`src/sv/modular_inner_product_core_defines.svh`:
```
// assertion macros for the modular inner product core
// used by the controller and the datapath; no other dependencies
`ifndef MODULAR_INNER_PRODUCT_CORE_DEFINES_SVH
`define MODULAR_INNER_PRODUCT_CORE_DEFINES_SVH
`ifndef SYNTHESIS
`define MIP_ASSERT(label, clk, rst, prop) \
  label: assert property (@(posedge clk) disable iff (rst) (prop)) \
    else $error("mip assertion failed");
`define MIP_ASSERT_NEXT(label, clk, rst, ante, cons) \
  label: assert property (@(posedge clk) disable iff (rst) (ante) |=> (cons)) \
    else $error("mip sequence assertion failed");
`else
`define MIP_ASSERT(label, clk, rst, prop)
`define MIP_ASSERT_NEXT(label, clk, rst, ante, cons)
`endif
`endif

```
`src/sv/mip_pkg.sv`:
```
// shared types for the modular inner product core
// used by mip_ctrl, mip_datapath and the top level
package mip_pkg;

  // configuration register indexes
  localparam int unsigned CFG_IDX_W = 2;
  localparam logic [CFG_IDX_W-1:0] REG_MODULUS = 2'd0;
  localparam logic [CFG_IDX_W-1:0] REG_SKIP    = 2'd1;
  localparam int unsigned SKIP_W = 16;

  // datapath operations issued by the controller
  typedef enum logic [3:0] {
    OP_IDLE,
    OP_LOAD,
    OP_RED_A,
    OP_MOV_A,
    OP_RED_B,
    OP_MOV_B,
    OP_DBL,
    OP_ADD_B,
    OP_MOV_P,
    OP_ADD_P,
    OP_FIN
  } op_t;

  typedef struct packed {
    op_t op;
  } cmd_t;

  typedef struct packed {
    logic contrib;   // item about to load lies past the skip
    logic last;      // item in flight ends a run
    logic out_busy;  // output register full and not taken this cycle
  } status_t;

endpackage

```
`src/sv/mip_ctrl.sv`:
```
// sequencer for the modular inner product core
// depends on mip_pkg and the assertion header
`include "modular_inner_product_core_defines.svh"
module mip_ctrl #(
  parameter int unsigned MOD_BITS = 60
) (
  input  logic              clk,
  input  logic              rst,
  input  logic              s_tvalid,
  output logic              s_tready,
  input  mip_pkg::status_t  status,
  output mip_pkg::cmd_t     cmd
);
  import mip_pkg::*;

  localparam int unsigned CNT_W = $clog2(MOD_BITS);
  localparam logic [CNT_W-1:0] CNT_LAST = CNT_W'(MOD_BITS - 1);

  typedef enum logic [3:0] {
    S_IDLE, S_RED_A, S_MOV_A, S_RED_B, S_MOV_B, S_DBL, S_ADD,
    S_MOV_P, S_RED_C, S_ADD_P, S_FIN
  } state_t;

  state_t state;
  logic [CNT_W-1:0] cnt;
  logic accept;
  logic cnt_end;

  assign s_tready = (state == S_IDLE);
  assign accept   = s_tvalid && s_tready;
  assign cnt_end  = (cnt == CNT_LAST);

  // operation decode
  always_comb begin
    unique case (state)
      S_IDLE:  cmd.op = accept ? OP_LOAD : OP_IDLE;
      S_RED_A: cmd.op = OP_RED_A;
      S_MOV_A: cmd.op = OP_MOV_A;
      S_RED_B: cmd.op = OP_RED_B;
      S_MOV_B: cmd.op = OP_MOV_B;
      S_DBL:   cmd.op = OP_DBL;
      S_ADD:   cmd.op = OP_ADD_B;
      S_MOV_P: cmd.op = OP_MOV_P;
      S_RED_C: cmd.op = OP_RED_A;
      S_ADD_P: cmd.op = OP_ADD_P;
      S_FIN:   cmd.op = (status.last && status.out_busy) ? OP_IDLE : OP_FIN;
      default: cmd.op = OP_IDLE;
    endcase
  end

  // state and step counter
  always_ff @(posedge clk) begin
    if (rst) begin
      state <= S_IDLE;
      cnt   <= '0;
    end else begin
      unique case (state)
        S_IDLE: begin
          cnt <= '0;
          if (accept) state <= status.contrib ? S_RED_A : S_MOV_P;
        end
        S_RED_A: begin
          if (cnt_end) begin
            cnt   <= '0;
            state <= S_MOV_A;
          end else begin
            cnt <= cnt + 1'b1;
          end
        end
        S_MOV_A: state <= S_RED_B;
        S_RED_B: begin
          if (cnt_end) begin
            cnt   <= '0;
            state <= S_MOV_B;
          end else begin
            cnt <= cnt + 1'b1;
          end
        end
        S_MOV_B: state <= S_DBL;
        S_DBL:   state <= S_ADD;
        S_ADD: begin
          if (cnt_end) begin
            cnt   <= '0;
            state <= S_MOV_P;
          end else begin
            cnt   <= cnt + 1'b1;
            state <= S_DBL;
          end
        end
        S_MOV_P: state <= S_RED_C;
        S_RED_C: begin
          if (cnt_end) begin
            cnt   <= '0;
            state <= S_ADD_P;
          end else begin
            cnt <= cnt + 1'b1;
          end
        end
        S_ADD_P: state <= S_FIN;
        S_FIN: begin
          if (!(status.last && status.out_busy)) state <= S_IDLE;
        end
        default: state <= S_IDLE;
      endcase
    end
  end

  `MIP_ASSERT_NEXT(a_accept_branch, clk, rst, accept,
    state == S_RED_A || state == S_MOV_P)
  `MIP_ASSERT(a_cnt_idle, clk, rst, !(state == S_IDLE && s_tvalid) || cnt == '0)

endmodule

```
`src/sv/mip_datapath.sv`:
```
// registers and modular add unit of the modular inner product core
// depends on mip_pkg and the assertion header
`include "modular_inner_product_core_defines.svh"
module mip_datapath #(
  parameter int unsigned MOD_BITS   = 60,
  parameter int unsigned MAX_LENGTH = 65535
) (
  input  logic                          clk,
  input  logic                          rst,
  input  mip_pkg::cmd_t                 cmd,
  output mip_pkg::status_t              status,
  input  logic                          cfg_we,
  input  logic [mip_pkg::CFG_IDX_W-1:0] cfg_index,
  input  logic [MOD_BITS-1:0]           cfg_modulus,
  input  logic [mip_pkg::SKIP_W-1:0]    cfg_skip,
  input  logic [MOD_BITS-1:0]           a_in,
  input  logic [MOD_BITS-1:0]           b_in,
  input  logic                          last_in,
  output logic                          out_valid,
  input  logic                          out_ready,
  output logic [MOD_BITS-1:0]           dot
);
  import mip_pkg::*;

  localparam int unsigned POS_W = $clog2(MAX_LENGTH + 1);
  localparam int unsigned CMP_W = (POS_W > SKIP_W) ? POS_W : SKIP_W;
  localparam logic [POS_W-1:0] POS_MAX = POS_W'(MAX_LENGTH);

  logic [MOD_BITS-1:0] modulus;
  logic [SKIP_W-1:0]   skip_count;
  logic [POS_W-1:0]    position;
  logic [MOD_BITS-1:0] acc;
  logic [MOD_BITS-1:0] p;
  logic [MOD_BITS-1:0] opa;
  logic [MOD_BITS-1:0] opb;
  logic [MOD_BITS-1:0] xa;
  logic [MOD_BITS-1:0] r;
  logic                last_q;
  logic                contrib_q;

  logic [MOD_BITS-1:0] add_v;
  logic                add_cin;
  logic [MOD_BITS:0]   add_sum;
  logic [MOD_BITS:0]   add_red;
  logic [MOD_BITS-1:0] add_res;
  logic                contrib_now;

  assign contrib_now = (CMP_W'(position) >= CMP_W'(skip_count));

  assign status.contrib  = contrib_now;
  assign status.last     = last_q;
  assign status.out_busy = out_valid && !out_ready;

  // shared modular add: r + v + cin, one conditional subtract of p
  always_comb begin
    add_v   = '0;
    add_cin = 1'b0;
    case (cmd.op)
      OP_RED_A: begin
        add_v   = r;
        add_cin = opa[MOD_BITS-1];
      end
      OP_RED_B: begin
        add_v   = r;
        add_cin = opb[MOD_BITS-1];
      end
      OP_DBL:   add_v = r;
      OP_ADD_B: add_v = opb[MOD_BITS-1] ? xa : '0;
      OP_ADD_P: add_v = contrib_q ? xa : '0;
      default: begin
        add_v   = '0;
        add_cin = 1'b0;
      end
    endcase
    add_sum = {1'b0, r} + {1'b0, add_v} + (MOD_BITS + 1)'(add_cin);
    add_red = (add_sum >= {1'b0, p}) ? add_sum - {1'b0, p} : add_sum;
    add_res = add_red[MOD_BITS-1:0];
  end

  // configuration registers
  always_ff @(posedge clk) begin
    if (rst) begin
      modulus    <= MOD_BITS'(2);
      skip_count <= '0;
    end else if (cfg_we) begin
      if (cfg_index == REG_MODULUS) modulus <= cfg_modulus;
      if (cfg_index == REG_SKIP)    skip_count <= cfg_skip;
    end
  end

  // run state and output register
  always_ff @(posedge clk) begin
    if (rst) begin
      position  <= '0;
      acc       <= '0;
      out_valid <= 1'b0;
      p         <= MOD_BITS'(1);
      r         <= '0;
      last_q    <= 1'b0;
      contrib_q <= 1'b0;
    end else begin
      // a new result loaded in this cycle keeps the output full
      if (out_valid && out_ready && !(cmd.op == OP_FIN && last_q)) out_valid <= 1'b0;
      case (cmd.op)
        OP_LOAD: begin
          opa       <= a_in;
          opb       <= b_in;
          p         <= (modulus == '0) ? MOD_BITS'(1) : modulus;
          r         <= '0;
          last_q    <= last_in;
          contrib_q <= contrib_now;
          if (last_in)                position <= '0;
          else if (position < POS_MAX) position <= position + 1'b1;
        end
        OP_RED_A: begin
          r   <= add_res;
          opa <= opa << 1;
        end
        OP_MOV_A: begin
          xa <= r;
          r  <= '0;
        end
        OP_RED_B: begin
          r   <= add_res;
          opb <= opb << 1;
        end
        OP_MOV_B: begin
          opb <= r;
          r   <= '0;
        end
        OP_DBL: r <= add_res;
        OP_ADD_B: begin
          r   <= add_res;
          opb <= opb << 1;
        end
        OP_MOV_P: begin
          xa  <= r;
          r   <= '0;
          opa <= acc;
        end
        OP_ADD_P: r <= add_res;
        OP_FIN: begin
          if (last_q) begin
            dot       <= r;
            out_valid <= 1'b1;
            acc       <= '0;
          end else begin
            acc <= r;
          end
        end
        default: ;
      endcase
    end
  end

  `MIP_ASSERT(a_r_reduced, clk, rst, r < p)
  `MIP_ASSERT(a_no_overwrite, clk, rst,
    !(cmd.op == OP_FIN && last_q && out_valid && !out_ready))
  `MIP_ASSERT(a_pos_bound, clk, rst, position <= POS_MAX)

endmodule

```
`src/sv/modular_inner_product_core.sv`:
```
// Modular inner product core: sum of a*b modulo p over a run of pairs.
// Input stream: s_tdata carries a_value then b_value, s_tlast ends a run.
// Output stream: m_tdata carries dot_value, one transfer per run.
// Configuration: cfg channel, index 0 modulus (0 acts as 1), index 1 skip
// count; always ready. It must be written only while the core is idle; the
// core itself does not enforce this. Each item is worked bit-serially by
// one shared modular adder: reducing a and b, a double-and-add multiply,
// then reducing and adding to the accumulator; an item inside the
// skip only reduces the accumulator. A new item is taken only after the
// previous is done. A result goes to an output register when its last
// item finishes, so the next item is taken while it waits. If it is still
// not taken when the next last item finishes, the core holds until
// m_tready. Reset clears the run, sets modulus to 2 and skip count to 0.
// Depends on mip_pkg, mip_ctrl and mip_datapath.
module modular_inner_product_core #(
  parameter int unsigned MOD_BITS   = 60,
  parameter int unsigned MAX_LENGTH = 65535
) (
  input  logic                                  clk,
  input  logic                                  rst,
  input  logic                                  s_tvalid,
  output logic                                  s_tready,
  // a_value, b_value from bit 0, zero padded to bytes
  input  logic [((2*MOD_BITS+7)/8)*8-1:0]       s_tdata,
  input  logic                                  s_tlast,
  output logic                                  m_tvalid,
  input  logic                                  m_tready,
  // dot_value from bit 0, zero padded to bytes
  output logic [((MOD_BITS+7)/8)*8-1:0]         m_tdata,
  input  logic                                  cfg_valid,
  output logic                                  cfg_ready,
  input  logic [mip_pkg::CFG_IDX_W-1:0]         cfg_index,
  input  logic [((MOD_BITS > 16) ? MOD_BITS : 16)-1:0] cfg_data
);
  import mip_pkg::*;

  localparam int unsigned OUT_W = ((MOD_BITS + 7) / 8) * 8;

  cmd_t                cmd;
  status_t             status;
  logic [MOD_BITS-1:0] dot;

  assign cfg_ready = 1'b1;
  assign m_tdata   = OUT_W'(dot);

  // sequencer
  mip_ctrl #(.MOD_BITS(MOD_BITS)) u_ctrl (
    .clk      (clk),
    .rst      (rst),
    .s_tvalid (s_tvalid),
    .s_tready (s_tready),
    .status   (status),
    .cmd      (cmd)
  );

  // arithmetic and state
  mip_datapath #(.MOD_BITS(MOD_BITS), .MAX_LENGTH(MAX_LENGTH)) u_dp (
    .clk         (clk),
    .rst         (rst),
    .cmd         (cmd),
    .status      (status),
    .cfg_we      (cfg_valid && cfg_ready),
    .cfg_index   (cfg_index),
    .cfg_modulus (cfg_data[MOD_BITS-1:0]),
    .cfg_skip    (cfg_data[SKIP_W-1:0]),
    .a_in        (s_tdata[MOD_BITS-1:0]),
    .b_in        (s_tdata[2*MOD_BITS-1:MOD_BITS]),
    .last_in     (s_tlast),
    .out_valid   (m_tvalid),
    .out_ready   (m_tready),
    .dot         (dot)
  );

endmodule

```
`config.mk`:
```
export PLATFORM = sky130hd
export DESIGN_NAME = modular_inner_product_core
export DESIGN_NICKNAME = d
export VERILOG_FILES = /design/src/sv/mip_pkg.sv /design/src/sv/mip_ctrl.sv /design/src/sv/mip_datapath.sv /design/src/sv/modular_inner_product_core.sv
export VERILOG_INCLUDE_DIRS = /design/src /design/src/sv
export SDC_FILE = /design/constraint.sdc
export NUM_CORES = 1
export LEC_CHECK = 0
export BUFFER_PORTS_ARGS = -buffer_cell sky130_fd_sc_hd__buf_2
export CORE_ASPECT_RATIO = 0.6
export CORE_MARGIN = 3
export CORE_UTILIZATION = 30
export CTS_BUF_LIST = sky130_fd_sc_hd__clkbuf_8
export DETAILED_ROUTE_END_ITERATION = 16
export SETUP_SLACK_MARGIN = 0.05
export SLEW_MARGIN = 20
export SYNTH_ARGS = -nofsm -noshare
export SYNTH_HDL_FRONTEND = slang
export SYNTH_SLANG_ARGS = --single-unit
```
`constraint.sdc`:
```
create_clock -name clk -period 10.4 [get_ports clk]
set_input_delay 1.04 -clock clk [delete_from_list [all_inputs] [get_ports clk]]
set_output_delay 1.04 -clock clk [all_outputs]
set_load 0.03 [all_outputs]
```
Yosys cells after proc, flatten, opt, wreduce, memory -nomap -nowiden
Index checks and enable logic that the tools add are counted.

storage, ports and cells
  register bits after elaboration = 525
  bits of input ports = 188
  output and inout bits = 67
  word-level logic and storage cells = 110

cells by class
  add/sub/neg operators = 5
  order comparisons = 3
  equal/unequal tests = 27
  multiplexer cells = 28
  bitwise operators = 1
  reduce and logical (&&, ||, !) cells = 31

operators with widths
  kind                   count
  $pmux 60 s3            3
  $mux 60                5
  $pmux 60 s2            1
  $add 60x60->61         1
  $add 61x1->61          1
  $ge 61x60->1           1
  $logic_not 60->1       1
  $sub 60x60->60         1
  $pmux 4 s11            1
  $pmux 4 s10            1
  $eq 4x3->1 const B     8
  $mux 16                2
  $eq 4x4->1 const B     6
  $mux 4                 6
  $add 16x1->16 const B  1
  $eq 4x2->1 const B     4
  $ge 16x16->1           1
  $lt 16x16->1 const B   1
  $pmux 6 s2             1
  $reduce_and 2->1       6
  $eq 4x1->1 const B     2
  $reduce_or 4->1        2
  $add 6x1->6 const B    1
  $eq 6x6->1 const B     1
  20 further kinds       37

Depth between registers and ports, before layout
Gate-level depths: netlist (run 1).

  depth in word-level cells = 13
  gate-level depth with buffers = 35
  gate-level depth less buffers = 29

Hierarchy
From an unflattened synthesis (run 1), not the netlist that was laid out.

unflattened totals
  cells, all modules = 3177
  area, all modules = 28511.1 um^2

by module, submodules not included
  module                      instances  cells an instance  area each (um^2)  sequential area each (um^2)
  mip_datapath                1          3079               27741.6           12712.2
  mip_ctrl                    1          91                 724.4             200.2
  modular_inner_product_core  1          7                  45.0              0.0

Least setup slack after synthesis (run 1)
Ideal clock, no wire load.

  path type = reg-to-reg
  start = register u_ctrl.state[1]
  end = register u_dp.r[52]
  library setup time = 0.120 ns
  data arrival time = 6.917 ns
  data required time = 10.280 ns
  slack = 3.364 ns
  stages on the path, launching flop included = 33
  buffers on the path = 5
  clock period less this slack = 7.036 ns
  cells stage by stage = dfxtp_1 -> clkbuf_1 -> buf_1 -> a21oi_1 -> a21o_1 -> clkbuf_1 -> clkbuf_1 -> a22oi_1 -> fa_1 -> inv_1 -> fa_1 -> a21o_1 -> a41oi_1 -> a31oi_2 -> and2_1 -> o31a_1 -> nor3b_1 -> o311a_1 -> o41ai_1 -> xnor2_1 -> ha_1 -> clkbuf_1 -> nand2_1 -> or3_1 -> o41ai_1 -> nand2_1 -> o311ai_1 -> a41oi_1 -> a21oi_1 -> or2_1 -> a31oi_1 -> mux2_2 -> a211o_1

on the way
  word-level cells in the longest chain between the ends = 12
  elaborated cells on any way between the ends = 36
  classes of those cells = add/sub: 3; order compare: 1; eq/ne: 19; mux: 6; reduce/logical: 7

ends and longest elaborated chain
  what                                                   RTL line                                 text
  start: declaration                                     mip_ctrl.sv:24                           state_t state;
  start signal: assignment                               mip_ctrl.sv:60                           if (accept) state <= status.contrib ? S_RED_A : S_MOV_P;
  $logic_not 4->1                                        mip_ctrl.sv:29, mip_ctrl.sv:35
  $logic_and 1x1->1                                      mip_ctrl.sv:30                           assign accept = s_tvalid && s_tready;
  $mux 1                                                 mip_ctrl.sv:36                           S_IDLE: cmd.op = accept ? OP_LOAD : OP_IDLE;
  $pmux 4 s10 (*)                                        mip_ctrl.sv:35                           unique case (state)
  $eq 4x2->1 / $eq 4x3->1 (equally long branches)        mip_datapath.sv:58, mip_datapath.sv:104
  $reduce_or 3->1 (no source line)                       --
  $pmux 60 s3                                            mip_datapath.sv:58                       case (cmd.op)
  $add 60x60->61                                         mip_datapath.sv:75                       add_sum = {1'b0, r} + {1'b0, add_v} + (MOD_BITS + 1)'(add_cin);
  $add 61x1->61                                          mip_datapath.sv:75
  $sub 60x60->60 / $ge 61x60->1 (equally long branches)  mip_datapath.sv:76                       add_red = (add_sum >= {1'b0, p}) ? add_sum - {1'b0, p} : add_sum;
  $mux 60                                                mip_datapath.sv:76
  $pmux 60 s2                                            mip_datapath.sv:104                      case (cmd.op)
  end signal: assignment                                 mip_datapath.sv:116                      r <= add_res;
  end signal: assignment                                 mip_datapath.sv:124                      r <= add_res;
  end signal: assignment                                 mip_datapath.sv:131                      OP_DBL: r <= add_res;
  end: declaration                                       mip_datapath.sv:37                       logic [MOD_BITS-1:0] r;

Mark *: on every way between the ends. The rest lies on a longest branch, timed or not.
A chain may end at the register's enable or synchronous reset.

Worst setup path after layout (run 1)
  start = register u_ctrl.state[3]
  end = register u_dp.r[17]

Same word-level chain as after synthesis.

==> qor.txt, run 1 <==
CTS tree: built
Die X: 404.1 µm
Worst-skew pair later-pin latency: 0.75 ns
Slowest CP cell: o41ai_1
Status: complete, no violations
I/O pin total: 255
Root Driver: clkbuf_8
Setup tns final: 0 ns
HP Start: u_dp.p[42]
DRT Pass-1 Iters: 5
GPL Wtd Cong: 0.9528
# hold bufs at CTS: 0
Vias: 24.64k
Worst r2r src: u_ctrl.state[3]
Layout Nets: 3723
DR DRC count: 0
Post-route ant nets: 0
H-tree depth: 3
Critical R2R Capture: u_dp.r[17]
Data required, critical path: 11.01 ns
Largest net degree at the start of global routing: 91
FMAX: 108.8 MHz
Unrepaired setup endpoints after global routing: false
Cell count after synthesis: 3218
Area delta synth->final: 14.40%
Worst setup EP type: flop
Rel. slew slack: 34.78%
GRT Total Usage: 17.92%
Syn_area_per_cell: 8.867 µm²
Number of synthesized flops with an enable pin: 240
Seq/Total Area, Yosys: 45.25%
Initial antenna violation count: 5
Die area: 98970 µm²
Critical Path Start Type: flop
R2R setup slack: 1.21 ns
Reg2Reg Depth: 28
Setup-failing EPs final: 0
Clk_skew: 0.04224 ns
Post-synth cell types: 94
Port bufs: 249
# clock sinks: 525
Initial core utilization: 30.66%
Max-Cap Viols: 0
Total CTS buffers: 83
Crit path arrival time: 9.79 ns
Routed wl met2: 39.08 mm
Critical Path Fanout Max: 31
Initial detailed-routing violation count: 2154
Final min period: 9.189 ns
Crit Path Class: flop to flop
Hold-critical path endpoint: u_dp.p[42]
Detailed Route WL: 91.54 mm
Metal-1 WL: 44.62 mm
Maximum clock insertion buffer count: 3
Core area: 93080 µm²
Syn Std Cell Area: 28530 µm²
Ys Warns: 0
Total congestion overflow: 0
Worst hold stages: 2
Dpl hpwl: 66.77 mm
Max-slew violations: 0
Final hold violations: 0
Row count: 86
Period utilization: 88.35%
Highest metal used: met5
Fill cells: 9486
Number of global-route vias before repair: 23.10k
Post-CTS Setup Inserts: 0
#FFs+latches synth: 525
Die height: 244.9 µm
FFs w/ async S/R, synth: 0%
Share of layout cells above drive strength 1: 13.14%
Vias/cell: 5.243
Commonest non-fill, non-tap cells in the layout: nand2_1, a21oi_1, dfxtp_1
Met3 wire len: 6.306 mm
Ys flop type: dfxtp_1
Resize count post-CTS: 0
Max incr delay on CP: 0.76 ns
First-pass GRT wire length: 138.7 mm
Avg WL per Cell: 19.48 µm
Final core occ: 35.07%
Most common cell after layout, fill and taps aside: nand2_1
CTS clk-pin slew, worst paths: 0.07 ns
Slew @ Worst Pin: 0.9693 ns
Worst min path class: flop to flop
-- worst max-delay path: cells and delay by family (launching register included) --
family          cells  cell delay (ns)
compound gates     12             3.66
simple gates       10             2.69
buf+inv             2             0.88
flops               1             0.70
fa+ha+maj           2             0.69
mux                 1             0.26
xor+xnor            1             0.12
-- synthesized netlist by cell type, types with 6 or more instances --
| cell type | n | area share, % |
|---|---|---|
| nor3_1 | 30 | 0.53 |
| or3_1 | 11 | 0.24 |
| mux2i_1 | 34 | 1.2 |
| a31oi_1 | 23 | 0.50 |
| nand2_1 | 670 | 8.8 |
| nor3b_1 | 65 | 1.7 |
| nand2b_1 | 18 | 0.39 |
| nor2_1 | 184 | 2.4 |
| edfxtp_1 | 240 | 25 |
| a22o_1 | 63 | 1.9 |
| ha_1 | 137 | 6.0 |
| buf_2 | 7 | 0.12 |
| xnor2_1 | 75 | 2.3 |
| a22oi_1 | 122 | 3.2 |
| a21oi_1 | 354 | 6.2 |
| inv_1 | 109 | 1.4 |
| a211oi_1 | 14 | 0.37 |
| a221o_1 | 10 | 0.35 |
| a21o_1 | 86 | 2.3 |
| nor2b_1 | 21 | 0.46 |
| o21a_1 | 17 | 0.45 |
| dfxtp_1 | 285 | 20 |
| o21ai_0 | 115 | 2.0 |
| o211ai_1 | 7 | 0.18 |
| nor4_1 | 21 | 0.46 |
| a21boi_0 | 6 | 0.16 |
| clkbuf_1 | 173 | 2.3 |
| o21bai_1 | 25 | 0.66 |
| buf_6 | 7 | 0.28 |
| a41oi_1 | 6 | 0.18 |
| nand3_1 | 45 | 0.79 |
| nand3b_1 | 7 | 0.18 |
| and3_1 | 25 | 0.55 |
| and2_1 | 8 | 0.18 |
| or2_2 | 9 | 0.20 |
| nand4_1 | 30 | 0.66 |
| xor2_1 | 44 | 1.4 |
-- flip-flops by register name, indices dropped and copies added (netlist names) --
register	flops
u_ctrl.cnt	6
u_ctrl.state	4
u_dp.acc	60
u_dp.contrib_q	1
u_dp.dot	60
u_dp.last_q	1
u_dp.modulus	60
u_dp.opa	60
u_dp.opb	60
u_dp.out_valid	1
u_dp.p	60
u_dp.position	16
u_dp.r	60
u_dp.skip_count	16
u_dp.xa	60
-- worst max-delay path by stage --
stage / from / endpoint / slack (ns) / depth (start not counted)
floorplan: u_ctrl.state[1] / u_dp.r[52] / 3.36 / 32
global placement: u_ctrl.state[3] / u_dp.r[23] / 1.66 / 28
detailed placement: u_ctrl.state[3] / u_dp.r[17] / 1.59 / 28
CTS: u_ctrl.state[3] / u_dp.r[33] / 1.53 / 28
global route: u_ctrl.state[3] / u_dp.r[33] / 0.71 / 27
finish: u_ctrl.state[3] / u_dp.r[17] / 1.21 / 28
-- per-layer routing --
| metal | track usage (%) | vias up |
|---|---|---|
| li1 | - | 11910 |
| met1 | 26.44 | 11870 |
| met2 | 26.41 | 723 |
| met3 | 4.192 | 127 |
| met4 | 3.915 | 8 |
| met5 | 0 | - |
-- stage by stage --
step / area [µm²] / hold slack, ns / setup WS [ns] / std cells
after global placement: 30860 / 0.4436 / 1.662 / 4542
final: 32640 / 0.4544 / 1.211 / 4699
after global routing: 32640 / 0.4702 / 0.7065 / 4697
after floorplan: 28540 / 0.4363 / 3.364 / 3221
after detailed placement: 30860 / 0.4467 / 1.586 / 4542
after CTS: 32640 / 0.4536 / 1.530 / 4696
-- cells by family (layout without fill, tap and decap cells) --
family / after synthesis / count (layout) / share of synthesized area (%)
XOR/XNOR: 119 / 119 / 3.653
other: 2 / 8 / 0.02632
AO/OA/AOI/OAI: 927 / 927 / 21.02
buffers and inverters: 303 / 546 / 4.267
flip-flops: 525 / 525 / 45.25
adder cells (fa/ha/maj): 140 / 140 / 6.218
multiplexers: 38 / 38 / 1.351
AND/OR/NAND/NOR: 1164 / 1164 / 18.21
-- layout make-up --
| cell class | instances | area, µm² | area share [%] |
|---|---|---|---|
| clock inverters | 58 | 457.9 | 1.403 |
| clock buffers | 96 | 1321 | 4.048 |
| flip-flops and latches | 525 | 12910 | 39.56 |
| repair buffers | 283 | 1508 | 4.619 |
| well taps | 1232 | 1541 | 4.722 |
| multi-input cells | 2393 | 14490 | 44.37 |
| diodes | 3 | 7.507 | 0.02300 |
| inverters | 109 | 409.1 | 1.253 |
Power of run 1 is not shown: default switching activity piles up to over one toggle a cycle in this logic, so the estimate is an artifact.
==> inputs of run 2 (changes only) <==
--- a/config.mk
+++ b/config.mk
@@ -6,6 +6,7 @@
 export SDC_FILE = /design/constraint.sdc
 export NUM_CORES = 1
 export LEC_CHECK = 0
+export ABC_AREA = 1
 export BUFFER_PORTS_ARGS = -buffer_cell sky130_fd_sc_hd__buf_2
 export CORE_ASPECT_RATIO = 0.6
 export CORE_MARGIN = 3
@@ -13,6 +14,7 @@
 export CTS_BUF_LIST = sky130_fd_sc_hd__clkbuf_8
 export DETAILED_ROUTE_END_ITERATION = 16
 export SETUP_SLACK_MARGIN = 0.05
+export SKIP_CTS_REPAIR_TIMING = 1
 export SLEW_MARGIN = 20
 export SYNTH_ARGS = -nofsm -noshare
 export SYNTH_HDL_FRONTEND = slang
==> run 2 against run 1 <==
Sequential cell count stayed put; synthesized cell count is 43% higher; clock-buffer cell count is 2 higher; area after synthesis is 13% higher; via count is 27% higher; cell count is 33% higher; utilization is 0.38 points lower; global-route usage is 3.5 points higher; die area is 13% higher; non-clock buffer count is 1 higher; setup slack better by 0.96 ns; highest routed layer unchanged.
==> qor.txt, run 2 <==
CTS tree: built
Maximum clock insertion buffer count: 3 (unchanged)
Largest net degree at the start of global routing: 89 (-2.2%)
Worst path bufs/invs: 8 (+6)
Vias: 31.40k (+27%)
First-pass GRT wire length: 181.2 mm (+31%)
H-tree depth: 3 (unchanged)
Synth cell count leaders: nand2_1, inv_1, nor2_1
Initial core utilization: 30.48% (-0.18 points)
Dpl hpwl: 98.98 mm (+48%)
Ys flop type: dfxtp_1
Slowest CP cell: clkinv_1
Post-route ant nets: 0 (unchanged)
Max incr delay on CP: 0.72 ns (-0.04 ns)
DRT Pass-1 Iters: 5 (unchanged)
Critical R2R Capture: u_dp.r[48]
Leakage: 17.15 nW
Worst-skew pair later-pin latency: 0.78 ns (+0.03 ns)
Die height: 260.1 µm (+6.2%)
Port bufs: 249 (unchanged)
Most common cell in the netlist: nand2_1
Core area: 105900 µm² (+14%)
Commonest non-fill, non-tap cells in the layout: nand2_1, inv_1, nor2_1
Critical path launch point: u_ctrl.state[1]
Data required, critical path: 11.01 ns (about the same)
Setup-failing EPs final: 0 (unchanged)
Die area: 111700 µm² (+13%)
Area delta synth->final: 13.83%
Post-synth top area share: 22.33% (-2.9 points)
Period utilization: 79.16% (-9.2 points)
Post-synth cell types: 44 (-53%)
HP Start: u_dp.skip_count[3]
Root Driver: clkbuf_8
Initial detailed-routing violation count: 3454 (+60%)
Status: complete, no violations
Final core occ: 34.70% (-0.38 points)
Crit path arrival time: 8.84 ns (-0.95 ns)
VDD IR-drop max: 0.2417 mV
Crit path max-delay family: simple AND/OR/NAND/NOR gates
DR DRC count: 0 (unchanged)
Syn_area_per_cell: 7.037 µm² (-21%)
Number of synthesized flops with an enable pin: 240 (unchanged)
Seq/Total Area, Yosys: 40.00% (-5.2 points)
Worst r2r src: u_ctrl.state[1]
Worst hold stages: 2 (unchanged)
Total congestion overflow: 0 (unchanged)
Layout Nets: 5121 (+38%)
Synth area leaders: edfxtp_1, dfxtp_1, nand2_1, inv_1, ha_1
Cell count after synthesis: 4587 (+43%)
FFs w/ async S/R, synth: 0% (unchanged)
Reg2Reg Depth: 35 (+25%)
Detailed Route WL: 124.0 mm (+36%)
Setup tns final: 0 ns (unchanged)
Most common cell after layout, fill and taps aside: nand2_1
Number of cells on the critical path: 35 (+25%)
Critical Path Fanout Max: 52 (+68%)
Ys Warns: 0 (unchanged)
Vias/cell: 5.005 (-4.6%)
Slew @ Worst Pin: 0.9060 ns (-0.06338 ns)
Power Dens Cells: 294.0 nW/µm²
Unrepaired setup endpoints after global routing: false
Final hold violations: 0 (unchanged)
Total CTS buffers: 83 (unchanged)
# clock sinks: 525 (unchanged)
Min Hold Slack: 0.4624 ns (+0.008009 ns)
CTS clk-pin slew, worst paths: 0.07 ns (about the same)
GPL Wtd Cong: 1.066 (+12%)
Hold-critical path endpoint: u_dp.skip_count[3]
Crit Path Class: flop to flop
Clk_skew: 0.07454 ns (+0.03230 ns)
Area leader, netlist: edfxtp_1
#FFs+latches synth: 525 (unchanged)
Max-slew violations: 0 (unchanged)
Worst setup EP type: flop
Max-Cap Viols: 0 (unchanged)
Avg WL per Cell: 19.77 µm (+1.5%)
Rel. slew slack: 39.23% (+4.4 points)
Share of layout cells above drive strength 1: 8.726% (-4.4 points)
GRT Total Usage: 21.45% (+3.5 points)
Die X: 429.5 µm (+6.3%)
Number of global-route vias before repair: 28.54k (+24%)
Worst min path class: flop to flop
Final min period: 8.233 ns (-0.9561 ns)
Syn Std Cell Area: 32280 µm² (+13%)
Row count: 92 (+7.0%)
R2R setup slack: 2.17 ns (+0.96 ns)
Initial antenna violation count: 8 (+3)
FMAX: 121.5 MHz (+12%)
I/O pin total: 255 (unchanged)
Critical path's most frequent cell: nand2_1
Critical Path Start Type: flop
## run 2: changes by cell type after synthesis, sizes merged, moves of 60 or more
cell   change
a21o      -84
a22o      -61
nand2    +678
a22oi     -60
a21oi     -63
nand3    +253
nor2     +229
o21ai     +73
inv      +591
nor3b     -65
## run 2: power by group
part | internal [W] | total (W) | leakage [nW] | switching, W
combinational | 0.00171 | 0.00607 | 11.6 | 0.00435
clock | 0.000993 | 0.00191 | 1.01 | 0.000919
sequential | 0.00263 | 0.00283 | 4.55 | 0.000196
total | 0.00533 | 0.0108 | 17.2 | 0.00547
## run 2: worst reg2reg max path, delay by kind of cell, from the launching register on
family / cells / cell delay [ns]
buffers and inverters: 8 / 1.96
adders and majority gates: 2 / 0.75
AOI/OAI and AO/OA: 3 / 0.90
and+or+nand+nor: 22 / 4.09
DFF: 1 / 0.37
## run 2: worst max path at each step
stage                  endpoint  slack [ns]
finish               u_dp.r[48]        2.17
global route         u_dp.r[45]        1.87
CTS                  u_dp.r[48]        2.57
detailed placement   u_dp.r[48]        2.62
global placement     u_dp.r[54]        2.38
floorplan           u_dp.opa[0]        5.01
## run 2: metal layers
metal,vias up,track usage [%],share of wire (%)
li1,15400,-,-
met1,14670,31.87,48
met2,1208,29.47,39
met3,116,7.861,11
met4,2,3.666,1.3
met5,-,0,0.0056
## run 2: kinds of logic (layout without fill, tap and decap cells)
group	after synthesis	in the layout	share of synthesized area, %
AND/OR/NAND/NOR	2215	2215	28.08
adder cells (fa/ha/maj)	140	140	5.497
buffers and inverters	872	1141	10.28
flip-flops	525	525	40.00
XOR/XNOR	66	66	1.791
AO/OA/AOI/OAI	767	767	14.33
other	2	9	0.02327
## run 2: cell type report
class / count / area [µm²]
multi-input combinational: 3193 / 16140
fill: 11440 / 69160
inverter: 706 / 2653
clock buffer: 98 / 1349
sequential: 525 / 12910
clock inverter: 53 / 396.6
antenna: 4 / 10.01
timing repair buffer: 284 / 1515
tap: 1410 / 1764
## run 2: per-stage QoR
stage	setup slack, ns	instance area [µm²]	total power (W)	instances
after global placement	2.376	34980	0.008759	6118
final	2.167	36740	0.01080	6273
after global routing	1.867	36740	0.01160	6273
after CTS	2.571	36730	0.01069	6269
after detailed placement	2.617	34990	0.008735	6118
after floorplan	5.009	32290	0.006833	4590
Note: power is estimated with default switching activity, not from simulation.
